==> config.mk <==
export PLATFORM = sky130hd
export DESIGN_NAME = color_handheld_bank_and_dma_regs
export DESIGN_NICKNAME = d
export VERILOG_FILES = /design/src/hw/rtl/chbd_pkg.sv /design/src/hw/rtl/color_handheld_bank_and_dma_regs.sv /design/src/hw/rtl/chbd_dma_check.sv
export SDC_FILE = /design/constraint.sdc
export NUM_CORES = 1
export LEC_CHECK = 0
export BUFFER_PORTS_ARGS = -buffer_cell sky130_fd_sc_hd__buf_2
export CORE_ASPECT_RATIO = 0.75
export CORE_MARGIN = 3
export CORE_UTILIZATION = 50
export DETAILED_ROUTE_END_ITERATION = 6
export PLACE_DENSITY = 0.83
export REMOVE_ABC_BUFFERS = 1
export SYNTH_ARGS = -nofsm -noshare
export SYNTH_HDL_FRONTEND = slang
export SYNTH_SLANG_ARGS = --single-unit
==> constraint.sdc <==
create_clock -name i_clk -period 11.2 [get_ports i_clk]
set_input_delay 2.24 -clock i_clk [delete_from_list [all_inputs] [get_ports i_clk]]
set_output_delay 2.24 -clock i_clk [all_outputs]
set_load 0.05 [all_outputs]
==> src/hw/rtl/chbd_pkg.sv <==
// Shared types and constants for the bank and DMA register block.
package chbd_pkg;

    localparam logic CMD_READ  = 1'b0;
    localparam logic CMD_WRITE = 1'b1;

    localparam logic [3:0] REG_VBANK = 4'd0;
    localparam logic [3:0] REG_SPEED = 4'd1;
    localparam logic [3:0] REG_DMA1  = 4'd2;
    localparam logic [3:0] REG_DMA2  = 4'd3;
    localparam logic [3:0] REG_DMA3  = 4'd4;
    localparam logic [3:0] REG_DMA4  = 4'd5;
    localparam logic [3:0] REG_DMA5  = 4'd6;
    localparam logic [3:0] REG_IR    = 4'd7;
    localparam logic [3:0] REG_WBANK = 4'd8;

    localparam logic [1:0] DMA_ERR_OK  = 2'd0;
    localparam logic [1:0] DMA_ERR_SRC = 2'd1;
    localparam logic [1:0] DMA_ERR_DST = 2'd2;

    localparam logic [15:0] SRC_BAD1_LO = 16'h7FF1;
    localparam logic [15:0] SRC_BAD1_HI = 16'h9FFF;
    localparam logic [15:0] SRC_BAD2_LO = 16'hDFF1;
    localparam logic [12:0] DST_OFS_MAX = 13'h1FF0;  // 0x9FF0 - 0x8000

    localparam logic [7:0] SRC_LO_MASK  = 8'hF0;
    localparam logic [4:0] DST_HI_MASK  = 5'h1F;
    localparam logic [7:0] DST_LO_MASK  = 8'hF0;
    localparam logic [6:0] LEN_MASK     = 7'h7F;
    localparam logic [7:0] CTRL_READ    = 8'hFF;
    localparam logic [6:0] VBANK_RD_FILL = 7'h7F;
    localparam logic [7:0] INV_READ_RST = 8'hFF;

    localparam int CFG_ADDR_W = 3;

    typedef struct packed {
        logic        start;
        logic [15:0] source;
        logic [15:0] dest;
        logic [11:0] length;
        logic [1:0]  error;
    } t_dma_req;

endpackage

==> src/hw/rtl/color_handheld_bank_and_dma_regs.sv <==
// Top level: bank, speed, infrared and DMA register block with APB config port.
//
// Usage: each request on the input channel is one bus access (command,
// reg_index, write_data). Every accepted request yields exactly one result
// on the output channel: read data plus the video and work bank selects,
// and for a write of the DMA control register the transfer request
// (start, source, destination, length, error code).
// A request accepted at a clock edge is loaded into the output register at
// that edge, and its result is offered on the output in the following cycle.
// Throughput is one request per cycle; all decode and range checks sit
// between the register state and the single output register.
// When the receiver stalls, the result holds in the output register and
// o_in_stall rises so no new request is taken until the result is gone;
// a result taken in the same cycle frees the register for the next request.
// Reset clears the bank, speed, DMA and infrared registers, empties the output
// register and sets the unknown-index read value to 0xFF. The APB port holds
// that one register at addresses 0 to 3; pready is always high.
module color_handheld_bank_and_dma_regs (
    input  logic        i_clk,
    input  logic        i_rst_n,
    input  logic        i_in_valid,
    output logic        o_in_stall,
    input  logic        i_command,
    input  logic [3:0]  i_reg_index,
    input  logic [7:0]  i_write_data,
    output logic        o_out_valid,
    input  logic        i_out_stall,
    output logic [7:0]  o_read_data,
    output logic        o_vram_bank_sel,
    output logic [2:0]  o_wram_bank_sel,
    output logic        o_dma_start,
    output logic [15:0] o_dma_source,
    output logic [15:0] o_dma_dest,
    output logic [11:0] o_dma_length,
    output logic [1:0]  o_dma_error,
    input  logic        psel,
    input  logic        penable,
    input  logic        pwrite,
    input  logic [chbd_pkg::CFG_ADDR_W-1:0] paddr,
    input  logic [31:0] pwdata,
    output logic [31:0] prdata,
    output logic        pready
);
    import chbd_pkg::*;

    logic [7:0]  r_inv_read;
    logic        r_vbank,    n_vbank;
    logic [7:0]  r_speed,    n_speed;
    logic [15:0] r_src,      n_src;
    logic [12:0] r_dst,      n_dst;
    logic [7:0]  r_ir,       n_ir;
    logic [2:0]  r_wbank,    n_wbank;

    logic        r_out_valid;
    logic [7:0]  r_read_data, n_read_data;
    t_dma_req    r_dma,       n_dma;

    t_dma_req    chk_req;
    logic        in_acc;
    logic        cfg_wr;

    // ---------------- config port ----------------
    assign pready = 1'b1;
    assign cfg_wr = psel & penable & pwrite & pready;
    assign prdata = (paddr[CFG_ADDR_W-1] == 1'b0) ? {24'd0, r_inv_read} : 32'd0;

    always_ff @(posedge i_clk) begin
        if (!i_rst_n) begin
            r_inv_read <= INV_READ_RST;
        end else if (cfg_wr && paddr[CFG_ADDR_W-1] == 1'b0) begin
            r_inv_read <= pwdata[7:0];
        end
    end

    // ---------------- handshake ----------------
    assign o_in_stall = r_out_valid & i_out_stall;
    assign in_acc     = i_in_valid & ~o_in_stall;

    chbd_dma_check u_dma_check (
        .i_source   (r_src),
        .i_dest_ofs (r_dst),
        .i_ctrl     (i_write_data),
        .o_req      (chk_req)
    );

    always_comb begin
        n_vbank     = r_vbank;
        n_speed     = r_speed;
        n_src       = r_src;
        n_dst       = r_dst;
        n_ir        = r_ir;
        n_wbank     = r_wbank;
        n_read_data = 8'd0;
        n_dma       = '0;
        if (i_command == CMD_READ) begin
            case (i_reg_index)
                REG_VBANK: n_read_data = {VBANK_RD_FILL, r_vbank};
                REG_SPEED: n_read_data = r_speed;
                REG_DMA1:  n_read_data = r_src[15:8];
                REG_DMA2:  n_read_data = r_src[7:0];
                REG_DMA3:  n_read_data = {3'd0, r_dst[12:8]};
                REG_DMA4:  n_read_data = r_dst[7:0];
                REG_DMA5:  n_read_data = CTRL_READ;
                REG_IR:    n_read_data = r_ir;
                REG_WBANK: n_read_data = {5'd0, r_wbank};
                default:   n_read_data = r_inv_read;
            endcase
        end else begin
            case (i_reg_index)
                REG_VBANK: n_vbank = i_write_data[0];
                REG_SPEED: n_speed = i_write_data;
                REG_DMA1:  n_src[15:8] = i_write_data;
                REG_DMA2:  n_src[7:0] = i_write_data & SRC_LO_MASK;
                REG_DMA3:  n_dst[12:8] = i_write_data[4:0] & DST_HI_MASK;
                REG_DMA4:  n_dst[7:0] = i_write_data & DST_LO_MASK;
                REG_DMA5:  n_dma = chk_req;
                REG_IR:    n_ir = i_write_data;
                REG_WBANK: begin
                    // bank 0 maps to bank 1
                    n_wbank = (i_write_data[2:0] == 3'd0) ? 3'd1 : i_write_data[2:0];
                end
                default:   n_read_data = 8'd0;
            endcase
        end
    end

    always_ff @(posedge i_clk) begin
        if (!i_rst_n) begin
            r_vbank <= 1'b0;
            r_speed <= 8'd0;
            r_src   <= 16'd0;
            r_dst   <= 13'd0;
            r_ir    <= 8'd0;
            r_wbank <= 3'd0;
        end else if (in_acc) begin
            r_vbank <= n_vbank;
            r_speed <= n_speed;
            r_src   <= n_src;
            r_dst   <= n_dst;
            r_ir    <= n_ir;
            r_wbank <= n_wbank;
        end
    end

    always_ff @(posedge i_clk) begin
        if (!i_rst_n) begin
            r_out_valid <= 1'b0;
        end else if (in_acc) begin
            r_out_valid <= 1'b1;
        end else if (!i_out_stall) begin
            r_out_valid <= 1'b0;
        end
    end

    // result payload; bank selects show the state after this request
    logic r_vbank_out;
    logic [2:0] r_wbank_out;
    always_ff @(posedge i_clk) begin
        if (in_acc) begin
            r_read_data <= n_read_data;
            r_dma       <= n_dma;
            r_vbank_out <= n_vbank;
            r_wbank_out <= n_wbank;
        end
    end

    assign o_out_valid     = r_out_valid;
    assign o_read_data     = r_read_data;
    assign o_vram_bank_sel = r_vbank_out;
    assign o_wram_bank_sel = r_wbank_out;
    assign o_dma_start     = r_dma.start;
    assign o_dma_source    = r_dma.source;
    assign o_dma_dest      = r_dma.dest;
    assign o_dma_length    = r_dma.length;
    assign o_dma_error     = r_dma.error;

endmodule

==> src/hw/rtl/chbd_dma_check.sv <==
// DMA request builder: range checks on source and destination, transfer length.
module chbd_dma_check (
    input  logic [15:0]       i_source,
    input  logic [12:0]       i_dest_ofs,
    input  logic [7:0]        i_ctrl,
    output chbd_pkg::t_dma_req o_req
);
    import chbd_pkg::*;

    logic       src_bad;
    logic       dst_bad;
    logic [7:0] blocks;

    assign src_bad = (i_source >= SRC_BAD1_LO && i_source <= SRC_BAD1_HI)
                  || (i_source >= SRC_BAD2_LO);
    assign dst_bad = (i_dest_ofs > DST_OFS_MAX);
    // 1..128 blocks of 16 bytes
    assign blocks  = {1'b0, i_ctrl[6:0] & LEN_MASK} + 8'd1;

    always_comb begin
        o_req.source = i_source;
        o_req.dest   = {3'b100, i_dest_ofs};
        o_req.length = {blocks, 4'b0000};
        if (src_bad) begin
            o_req.error = DMA_ERR_SRC;
        end else if (dst_bad) begin
            o_req.error = DMA_ERR_DST;
        end else begin
            o_req.error = DMA_ERR_OK;
        end
        o_req.start = (o_req.error == DMA_ERR_OK);
    end

endmodule

# Word-level counts from Yosys, hierarchy flattened
# Cells that the tools add are included.
# Widths: inputs -> output; s select.
word_totals:
  ff_bits: 101
  inputBits: 55
  word_cells: 65
  output_inout_bits: 94
op_classes:
  magnitude_cmp: 4
  n_reduce_logical: 13
  mux: 12
  n_bitwise: 6
  n_eq_ne: 9
  n_addsub: 1
op_table:
  columns: ["operator", "count"]
  rows:
  - ["$pmux 8 s9", 1]
  - ["$mux 30", 1]
  - ["$reduce_and 3->1", 6]
  - ["$eq 4x3->1 const B", 4]
  - ["$ge 16x15->1 const B", 1]
  - ["$ge 16x16->1 const B", 1]
  - ["$le 16x16->1 const B", 1]
  - ["$gt 13x13->1 const B", 1]
  - ["$mux 3", 3]
  - ["$add 7x1->8 const B", 1]
  - ["$eq 4x2->1 const B", 2]
  - ["$mux 8", 1]
  - ["$and 1x1->1", 4]
  - ["$eq 4x1->1 const B", 1]
  - ["$eq 4x4->1 const B", 1]
  - ["$logic_not 4->1", 1]
  - ["$mux 1", 4]
  - ["$mux 2", 2]
  - ["$logic_not 3->1", 1]
  - ["$logic_and 1x1->1", 2]
  - ["$logic_not 2->1", 1]
  - ["$ne 2x1->1 const B", 1]
  - ["$not 1->1", 2]
  - ["$reduce_and 2->1", 1]
  - ["$logic_or 1x1->1", 1]

# Longest topological paths before layout
# Gate-level depths: netlist (run 1).
depth:
  ltp_word: 5
  mapped_depth: 7
  ltp_nobuf: 6

# Cells and area by module
# From an unflattened synthesis (run 1), not the netlist that was laid out.
hier_totals:
  hier_cells: 489
  hier_area_um2: 5422.7
modules_own_cells:
  columns: ["mod", "seq_area_each_um2", "area_per_inst_um2", "n_inst", "cells_per_inst"]
  rows:
  - ["color_handheld_bank_and_dma_regs", 2772.7, 4927.2, 1, 417]
  - ["chbd_dma_check", 0.0, 495.5, 1, 72]

# Least setup slack after synthesis (run 1)
# Ideal clock, no wire load.
synth_timing:
  path_type: "input port to flip-flop"
  from: "input i_out_stall"
  to: "register r_dma, in the netlist o_dma_dest[10] (enable)"
  cell_stages: 3
  n_path_buf: 1
  setup_ns: 0.452
  required_time_ns: 10.748
  slack_ns: 5.970
  arrival_time_ns: 4.778
  cell_sequence: "and2_1 buf_2 nor2b_1"
synth_via:
  elab_chain_len: 3
synth_lines:
  columns: ["item", "line", "text"]
  rows:
  - ["start: declaration", "color_handheld_bank_and_dma_regs.sv:27", "input logic i_out_stall,"]
  - ["$and 1x1->1", "color_handheld_bank_and_dma_regs.sv:76", "assign o_in_stall = r_out_valid & i_out_stall;"]
  - ["named net o_in_stall", "color_handheld_bank_and_dma_regs.sv:22", "output logic o_in_stall,"]
  - ["$not 1->1", "color_handheld_bank_and_dma_regs.sv:77", "assign in_acc = i_in_valid & ~o_in_stall;"]
  - ["$and 1x1->1", "color_handheld_bank_and_dma_regs.sv:77", null]
  - ["named net in_acc", "color_handheld_bank_and_dma_regs.sv:59", "logic in_acc;"]
  - ["end signal: assignment", "color_handheld_bank_and_dma_regs.sv:161", "r_dma <= n_dma;"]
  - ["end: declaration", "color_handheld_bank_and_dma_regs.sv:56", "t_dma_req r_dma, n_dma;"]
# The timed path passes the listed nets, and every way through them passes these cells.
# A chain may end at the register's enable or synchronous reset.

# Worst setup path in the final report (run 1)
layout_timing:
  from: "input i_out_stall"
  to: "output o_in_stall"
layout_via:
  elab_chain_len: 1
layout_lines:
  columns: ["item", "line"]
  rows:
  - ["$and 1x1->1", "color_handheld_bank_and_dma_regs.sv:76"]
  - ["end: declaration", "color_handheld_bank_and_dma_regs.sv:22"]
# Every way passes these cells.

==> flow_summary.json, run 1 <==
{
  "ys.flop_type": "dfxtp_1",
  "synth_mux_area_share_pct": 10.74,
  "critPathSlowestCell": "and2_1",
  "h-tree-depth": 3,
  "wl_per_cell_um": 15.41,
  "synth_top_family_by_area": "simple AND/OR/NAND/NOR gates",
  "worstPathRequired_ns": 8.96,
  "antenna_found_initial": 0,
  "crit_chain": "buf_2 > and2_1 > buf_2",
  "yosysSeqAreaShare_pct": 49.75,
  "numCtsBuffers": 9,
  "coreArea_um2": 9121,
  "finalCritPeriodShare_pct": 50.04,
  "clock_latency_ns": 0.33,
  "ys_ff_latch": 95,
  "max_freq_ghz": 0.1784,
  "hpwlAfterDp_um": 7028,
  "grt_max_degree": 51,
  "layout-drive-gt1-share_pct": 21.98,
  "period_needed_ns": 5.604,
  "worst_ep_arrival_time_ns": 3.36,
  "num_rows": 30,
  "grt.total_usage_pct": 18.47,
  "path_class": "in -> out",
  "ir_worst_vdd_v": 0.00007642,
  "worst_pin_slew_ns": 1.259,
  "finalHoldWorstSlack_ns": 0.4830,
  "r2r_setup_slack_ns": 9.03,
  "slew_viol_final": 0,
  "status": "completed",
  "overflow": 0,
  "fin_util_pct": 58.31,
  "syn_to_final_growth_pct": 12.49,
  "cts_buffer_depth": 2,
  "post-place-ws_ns": 5.621,
  "crit_end": "o_in_stall",
  "initial_core_util_pct": 51.84,
  "vias": 3292,
  "hold_class": "reg -> reg",
  "io_pins": 149,
  "netlist_area_um2": 4728,
  "die_h_um": 90.22,
  "synthCells": 444,
  "cts_setup_buffers": 0,
  "yosysUniqueCellTypes": 49,
  "setup_violations": 0,
  "yosys.area_share.simple_pct": 22.39,
  "cts_resized": 0,
  "startpoint": "i_out_stall",
  "r2r-start": "o_out_valid",
  "tns_ns": 0,
  "synth_edf_count": 45,
  "cp_slowest_stage_delay_ns": 0.65,
  "reg2reg_depth": 2,
  "grt_pass1_vias": 3048,
  "powerDensity_nw_per_um2": 150.9,
  "synth_compound_gate_area_share_pct": 6.007,
  "port_buffers": 83,
  "syn_avg_cell_area_um2": 10.65,
  "crit_path_end_kind": "output pin",
  "die_area_um2": 10670,
  "finalWorstSetupSlack_ns": 5.596,
  "wl_um": 9895,
  "drc": 0,
  "finalHoldViolations": 0,
  "finalPower_w": 0.0008026,
  "layout.nets": 566,
  "yosysWarnings": 0,
  "cts_sinks": 95,
  "layout_common_cells": "83 x buf_2, 53 x nor2b_1, 50 x dfxtp_1",
  "firstDrtPassIters": 5,
  "reg2reg_to": "o_dma_length[7]",
  "viasPerCell": 5.128,
  "cts_tree": "built",
  "diodes": 0,
  "gp_congestion": 0.8950,
  "total_leakage_power_nw": 2.043,
  "clkTransAtPathRegs_ns": 0.06,
  "layout_commonest_cell": "buf_2",
  "cts_hold_buf": 0,
  "fin_skew_ns": 0.003616,
  "rsz0062_at_grt": "false",
  "synth_fa_ha_area_share_pct": 0.5292,
  "antenna_left": 0,
  "slew_headroom_pct": 15.92,
  "path_max_fanout": 11,
  "worst_setup_path_start_kind": "input port",
  "whs_path_depth": 2,
  "drtIter0Drc": 217,
  "maxCapViolations": 0,
  "crit_top_cell": "buf_2",
  "grt_first_pass_wirelength_um": 15790,
  "root_buffer": "clkbuf_16",
  "async_flop_share_pct": 0,
  "synthXorXnorAreaFrac_pct": 1.111,
  "die_w_um": 118.3
}
## area by class of cell
cell class,instances,area [µm²]
clock inverter,6,61.31
multi-input combinational,316,2086
inverter,4,15.01
clock buffer,10,229.0
timing repair buffer,83,415.4
tap,128,160.2
fill,776,3802
sequential,95,2352
## metal layers
layer  share of wire, %  GRT usage (%)
met4               0.98          4.098
met2                 45          28.91
met5                  0              0
met1                 47          25.81
met3                6.3          4.906
## flip-flops by register name, summed over array words and instances (netlist names), 2 cells and up
register	count
r_speed	8
o_dma_error	2
r_wbank	3
o_dma_source	12
r_src	12
o_read_data	8
r_inv_read	8
r_dst	9
o_dma_dest	10
o_dma_length	8
o_wram_bank_sel	3
r_ir	8
## through the flow
step	cell area, µm²	std cells
2_1_floorplan	4446	415
3_3_place_gp	5029	626
3_5_place_dp	5029	626
4_1_cts	5319	642
5_1_grt	5319	642
6_report	5319	642
## cells in the mapped netlist, types with 5 or more instances
cell,count,area (µm²)
mux2i_1,44,440.4
nor4_4,5,106.4
a211oi_1,5,37.54
mux2_2,6,67.56
a21oi_1,7,35.03
nor2_1,26,97.59
nand2b_1,7,43.79
nand3_1,15,75.07
nor2b_1,54,337.8
nand2_1,29,108.9
clkbuf_1,19,71.32
dfxtp_1,50,1001
buf_4,39,292.8
and2_1,25,156.4
edfxtp_1,45,1351
## power by group
group          leakage [nW]  internal [W]  switching, W
sequential            0.856      0.000375    0.00000348
clock                 0.134      0.000172      0.000124
combinational          1.05     0.0000245      0.000104
## critical path: cells and delay by family
kind | cells | cell delay, ns
AND/OR/NAND/NOR | 1 | 0.65
buffers and inverters | 2 | 0.47
## worst min-delay path by stage
| stage | from | slack, ns | end |
|---|---|---|---|
| global route | r_inv_read[1] | 0.51 | r_inv_read[1] |
| finish | r_inv_read[0] | 0.48 | r_inv_read[0] |
| global placement | r_inv_read[7] | 0.47 | r_inv_read[7] |
| floorplan | r_inv_read[3] | 0.45 | r_inv_read[3] |
| detailed placement | r_inv_read[0] | 0.48 | r_inv_read[0] |
| CTS | r_inv_read[0] | 0.48 | r_inv_read[0] |
## cell families (layout without fill, tap and decap cells)
group                    after synthesis  after routing
AO/OA/AOI/OAI                         40             40
XOR/XNOR                               6              6
adder cells (fa/ha/maj)                2              2
buffers and inverters                 71            103
flip-flops                            95             95
multiplexers                          50             50
other                                  2             40
AND/OR/NAND/NOR                      178            178
Power figures use the tool's default switching activity.
==> inputs of run 2 (changes only) <==
CORE_UTILIZATION = 46   (was 50)
PLACE_DENSITY = 0.81   (was 0.83)
clock period = 4.8 ns   (was 11.2 ns; I/O delays follow)
==> flow_summary.json, run 2 (synthesis gave the netlist of run 1 again) <==
{
  "worst_setup_path_start_kind": "input port",
  "gp_congestion": 0.8915,
  "hpwlAfterDp_um": 7102,
  "rsz0062_at_grt": "false",
  "ir_worst_vdd_v": 0.0001696,
  "switching_share_pct": 27.32,
  "place_inst": 630,
  "r2r-start": "o_out_valid",
  "finalCritPeriodShare_pct": 63.28,
  "p_switching_w": 0.0005423,
  "slew_viol_final": 0,
  "comb_power_share_pct": 15.1,
  "overflow": 0,
  "num_rows": 31,
  "r2r_setup_slack_ns": 2.66,
  "antenna_found_initial": 0,
  "cts_hold_buf": 0,
  "layout.nets": 566,
  "layout.cells.non_filler": 646,
  "wl_per_cell_um": 15.60,
  "cts_resized": 0,
  "cts_setup_buffers": 0,
  "firstDrtPassIters": 5,
  "grt_first_pass_wirelength_um": 15800,
  "h-tree-depth": 3,
  "path_max_fanout": 11,
  "period_needed_ns": 3.038,
  "vias": 3287,
  "worst_ep_arrival_time_ns": 2.08,
  "holdPathEnd": "r_inv_read[7]",
  "maxCapViolations": 0,
  "p_clk_share_pct": 40.4,
  "grt_pass1_vias": 3109,
  "crit_path_end_kind": "output pin",
  "path_class": "in -> out",
  "antenna_left": 0,
  "reg2reg_to": "o_dma_source[14]",
  "layout_commonest_cell": "buf_2",
  "hold_start": "r_inv_read[7]",
  "slew_headroom_pct": 17.83,
  "grt_max_degree": 51,
  "cts_sinks": 95,
  "initial_core_util_pct": 47.99,
  "grt.total_usage_pct": 17.67,
  "p_seq_share_pct": 44.5,
  "reg2reg_depth": 2,
  "hold_class": "reg -> reg",
  "root_buffer": "clkbuf_16",
  "clock_latency_ns": 0.34,
  "io_pins": 149,
  "drc": 0,
  "p_int_w": 0.001443,
  "diodes": 0,
  "layout_common_cells": "83 x buf_2, 53 x nor2b_1, 50 x dfxtp_1",
  "fin_skew_ns": 0.005082,
  "die_w_um": 123.1,
  "layout-drive-gt1-share_pct": 22.18,
  "die_h_um": 93.80,
  "coreArea_um2": 9852,
  "powerDensity_nw_per_um2": 369.4,
  "total_leakage_power_nw": 2.073,
  "cts_tree": "built",
  "max_freq_ghz": 0.3292,
  "tns_ns": 0,
  "viasPerCell": 5.088,
  "worstPathRequired_ns": 3.84,
  "setup_violations": 0,
  "status": "completed",
  "worst_pin_slew_ns": 1.230,
  "port_buffers": 83,
  "finalHoldViolations": 0,
  "numCtsBuffers": 9,
  "clkTransAtPathRegs_ns": 0.06,
  "drtIter0Drc": 159,
  "whs_path_depth": 2,
  "cts_buffer_depth": 2,
  "die_area_um2": 11540,
  "wl_um": 10080,
  "syn_to_final_growth_pct": 13.65
}
==> run 2: metrics by stage <==
stage / hold slack (ns) / power [W] / utilization [%] / cell area [µm²] / worst slack (ns)
finish: 0.4889 / 0.001985 / 54.55 / 5374 / 1.762
global route: 0.5048 / 0.002050 / 54.55 / 5374 / 1.733
CTS: 0.4896 / 0.001995 / 54.55 / 5374 / 1.764
detailed placement: 0.4798 / 0.001198 / 51.09 / 5034 / 1.664
global placement: 0.4756 / 0.001194 / 51.09 / 5034 / 1.724
floorplan: 0.4464 / 0.001123 / - / 4446 / 0.7263
==> run 2: area by class of cell <==
type | count | area, µm²
Fill cell | 868 | 4478
Sequential cell | 95 | 2352
Multi-Input combinational cell | 316 | 2086
Timing Repair Buffer | 83 | 415.4
Clock buffer | 11 | 232.7
Tap cell | 132 | 165.2
Clock inverter | 5 | 107.6
Inverter | 4 | 15.01
==> run 2: critical path: stages <==
cell and delay [ns]:
buf_2 0.07, and2_1 0.63, buf_2 0.41
==> run 2: power groups by stage <==
stage                     clock network [W]  registers, W  logic (W)
after global placement                    0      0.000901   0.000294
after global routing               0.000851      0.000885   0.000315
after detailed placement                  0      0.000901   0.000297
after CTS                          0.000813      0.000883   0.000299
final                              0.000803      0.000883   0.000300
after floorplan                           0      0.000975   0.000147
==> run 2: how the worst max path moves through the flow <==
stage	start	slack, ns	cells after the start	endpoint
after global routing	i_out_stall	1.73	3	o_in_stall
after floorplan	i_out_stall	0.73	2	o_dma_dest[10]
after CTS	i_out_stall	1.76	3	o_in_stall
after global placement	i_reg_index[2]	1.72	5	o_dma_length[11]
after detailed placement	i_reg_index[2]	1.66	5	o_dma_length[11]
final	i_out_stall	1.76	3	o_in_stall
==> run 2: layer usage <==
metal  up-vias  track usage [%]  part of all wire [%]
li1       1584                -                     -
met4         0            3.779                  0.99
met1      1542            24.51                    46
met5         -                0                     0
met2       149            27.79                    45
met3        12            4.816                   7.6
==> inputs of run 3 (changes only) <==
CORE_UTILIZATION = 50   (was 46)
PLACE_DENSITY = 0.83   (was 0.81)
clock period = 3.1 ns   (was 4.8 ns; I/O delays follow)
==> flow_summary.json, run 3 (synthesis gave the netlist of run 1 again) <==
{
  "worst_ep_arrival_time_ns": 1.72,
  "syn_to_final_growth_pct": 13.87,
  "finalHoldViolations": 0,
  "final_area_um2": 5384,
  "switching_share_pct": 29.04,
  "p_int_w": 0.002068,
  "p_switching_w": 0.0008462,
  "drc": 0,
  "die_h_um": 90.22,
  "multiInputGateArea_um2": 2086,
  "finalCritPeriodShare_pct": 75.35,
  "clkTransAtPathRegs_ns": 0.06,
  "worst_pin_slew_ns": 0.7974,
  "path_max_fanout": 11,
  "cts_buffer_depth": 2,
  "slew_viol_final": 0,
  "root_buffer": "clkbuf_16",
  "cts_resized": 0,
  "setup_violations": 0,
  "n_fill_cell": 759,
  "maxCapViolations": 0,
  "grt_max_degree": 51,
  "tns_ns": 0,
  "cts_hold_buf": 0,
  "die_area_um2": 10670,
  "cts_tree": "built",
  "die_w_um": 118.3,
  "regArea_um2": 2352,
  "worstPathRequired_ns": 2.48,
  "path_class": "in -> out",
  "hpwlAfterDp_um": 7304,
  "wl_per_cell_um": 15.62,
  "vias": 3297,
  "hold_start": "pwdata[7]",
  "place_inst": 633,
  "slew_headroom_pct": 46.44,
  "total_leakage_power_nw": 2.081,
  "grt_first_pass_wirelength_um": 16150,
  "overflow": 0,
  "clock_latency_ns": 0.34,
  "p_clk_share_pct": 37.0,
  "r2r-start": "o_out_valid",
  "antenna_left": 0,
  "rsz0062_at_grt": "false",
  "cts_sinks": 95,
  "layout_commonest_cell": "buf_2",
  "viasPerCell": 5.080,
  "finalPower_w": 0.002914,
  "dpl_cell_area_um2": 5094,
  "num_rows": 30,
  "max_freq_ghz": 0.4281,
  "layout.nets": 573,
  "io_pins": 149,
  "p_seq_share_pct": 46.9,
  "layout_common_cells": "83 x buf_2, 53 x nor2b_1, 50 x dfxtp_1",
  "initial_core_util_pct": 51.84,
  "powerDensity_nw_per_um2": 541.2,
  "ir_worst_vdd_v": 0.0002477,
  "wl_um": 10140,
  "crit_path_end_kind": "output pin",
  "status": "completed",
  "period_needed_ns": 2.336,
  "layout.cells.non_filler": 649,
  "coreArea_um2": 9121,
  "fin_skew_ns": 0.006265,
  "diodes": 0,
  "firstDrtPassIters": 5,
  "port_buffers": 83,
  "h-tree-depth": 3,
  "grt.total_usage_pct": 19.11,
  "worst_setup_path_start_kind": "input port",
  "antenna_found_initial": 0,
  "startpoint": "i_out_stall",
  "fin_util_pct": 59.03,
  "comb_power_share_pct": 16.1,
  "gp_congestion": 0.9275,
  "numCtsBuffers": 9,
  "layout-drive-gt1-share_pct": 23.03,
  "grt_pass1_vias": 3166,
  "cts_setup_buffers": 0,
  "hold_class": "in -> reg",
  "drtIter0Drc": 239
}
==> run 3: cell types whose count changed in the layout (fill, tap and decap cells not counted), sizes merged <==
cell / before / now
buf: 83 / 90
bufinv: 3 / 1
clkinv: 2 / 3
clkinvlp: 0 / 2
clkbuf: 11 / 10
==> run 3: worst max-delay path, stage by stage <==
cell	delay (ns)
buf_2	0.07
and2_1	0.63
buf_2	0.39
==> run 3: worst paths after layout <==
| path | end | slack [ns] | cells past startpoint |
|---|---|---|---|
| setup / recovery | o_in_stall | 0.76 | 3 |
| hold / removal | r_inv_read[7] | 0.49 | 3 |
| setup reg to reg | o_dma_source[12] | 1.13 | 3 |
| hold reg to reg | r_inv_read[5] | 0.50 | 2 |
==> run 3: power by group through the flow <==
stage | Clock (W) | Sequential, W | Combinational, W
after floorplan | 0 | 0.00151 | 0.000228
after global placement | 0 | 0.00139 | 0.000462
after detailed placement | 0 | 0.00139 | 0.000467
after CTS | 0.00109 | 0.00137 | 0.000469
after global routing | 0.00114 | 0.00137 | 0.000495
final | 0.00108 | 0.00137 | 0.000470
==> run 3: metrics by stage <==
step	hold WS, ns	worst slack (ns)
after floorplan	0.4464	-0.6337
after global placement	0.4739	0.6206
after detailed placement	0.4827	0.5552
after CTS	0.4782	0.7772
after global routing	0.4884	0.7333
final	0.4863	0.7640
==> run 3: metal layers <==
metal | part of all wire [%] | track usage, %
met3 | 8.9 | 5.912
met2 | 46 | 30.29
met4 | 2.7 | 8.098
met1 | 43 | 24.25
met5 | 0 | 0
==> run 3: final cells by class <==
class	count	share of cell area [%]
inverters	4	0.2789
flip-flops and latches	95	43.69
clock inverters	6	1.139
repair buffers	90	8.924
well taps	128	2.975
multi-input cells	316	38.74
clock buffers	10	4.253
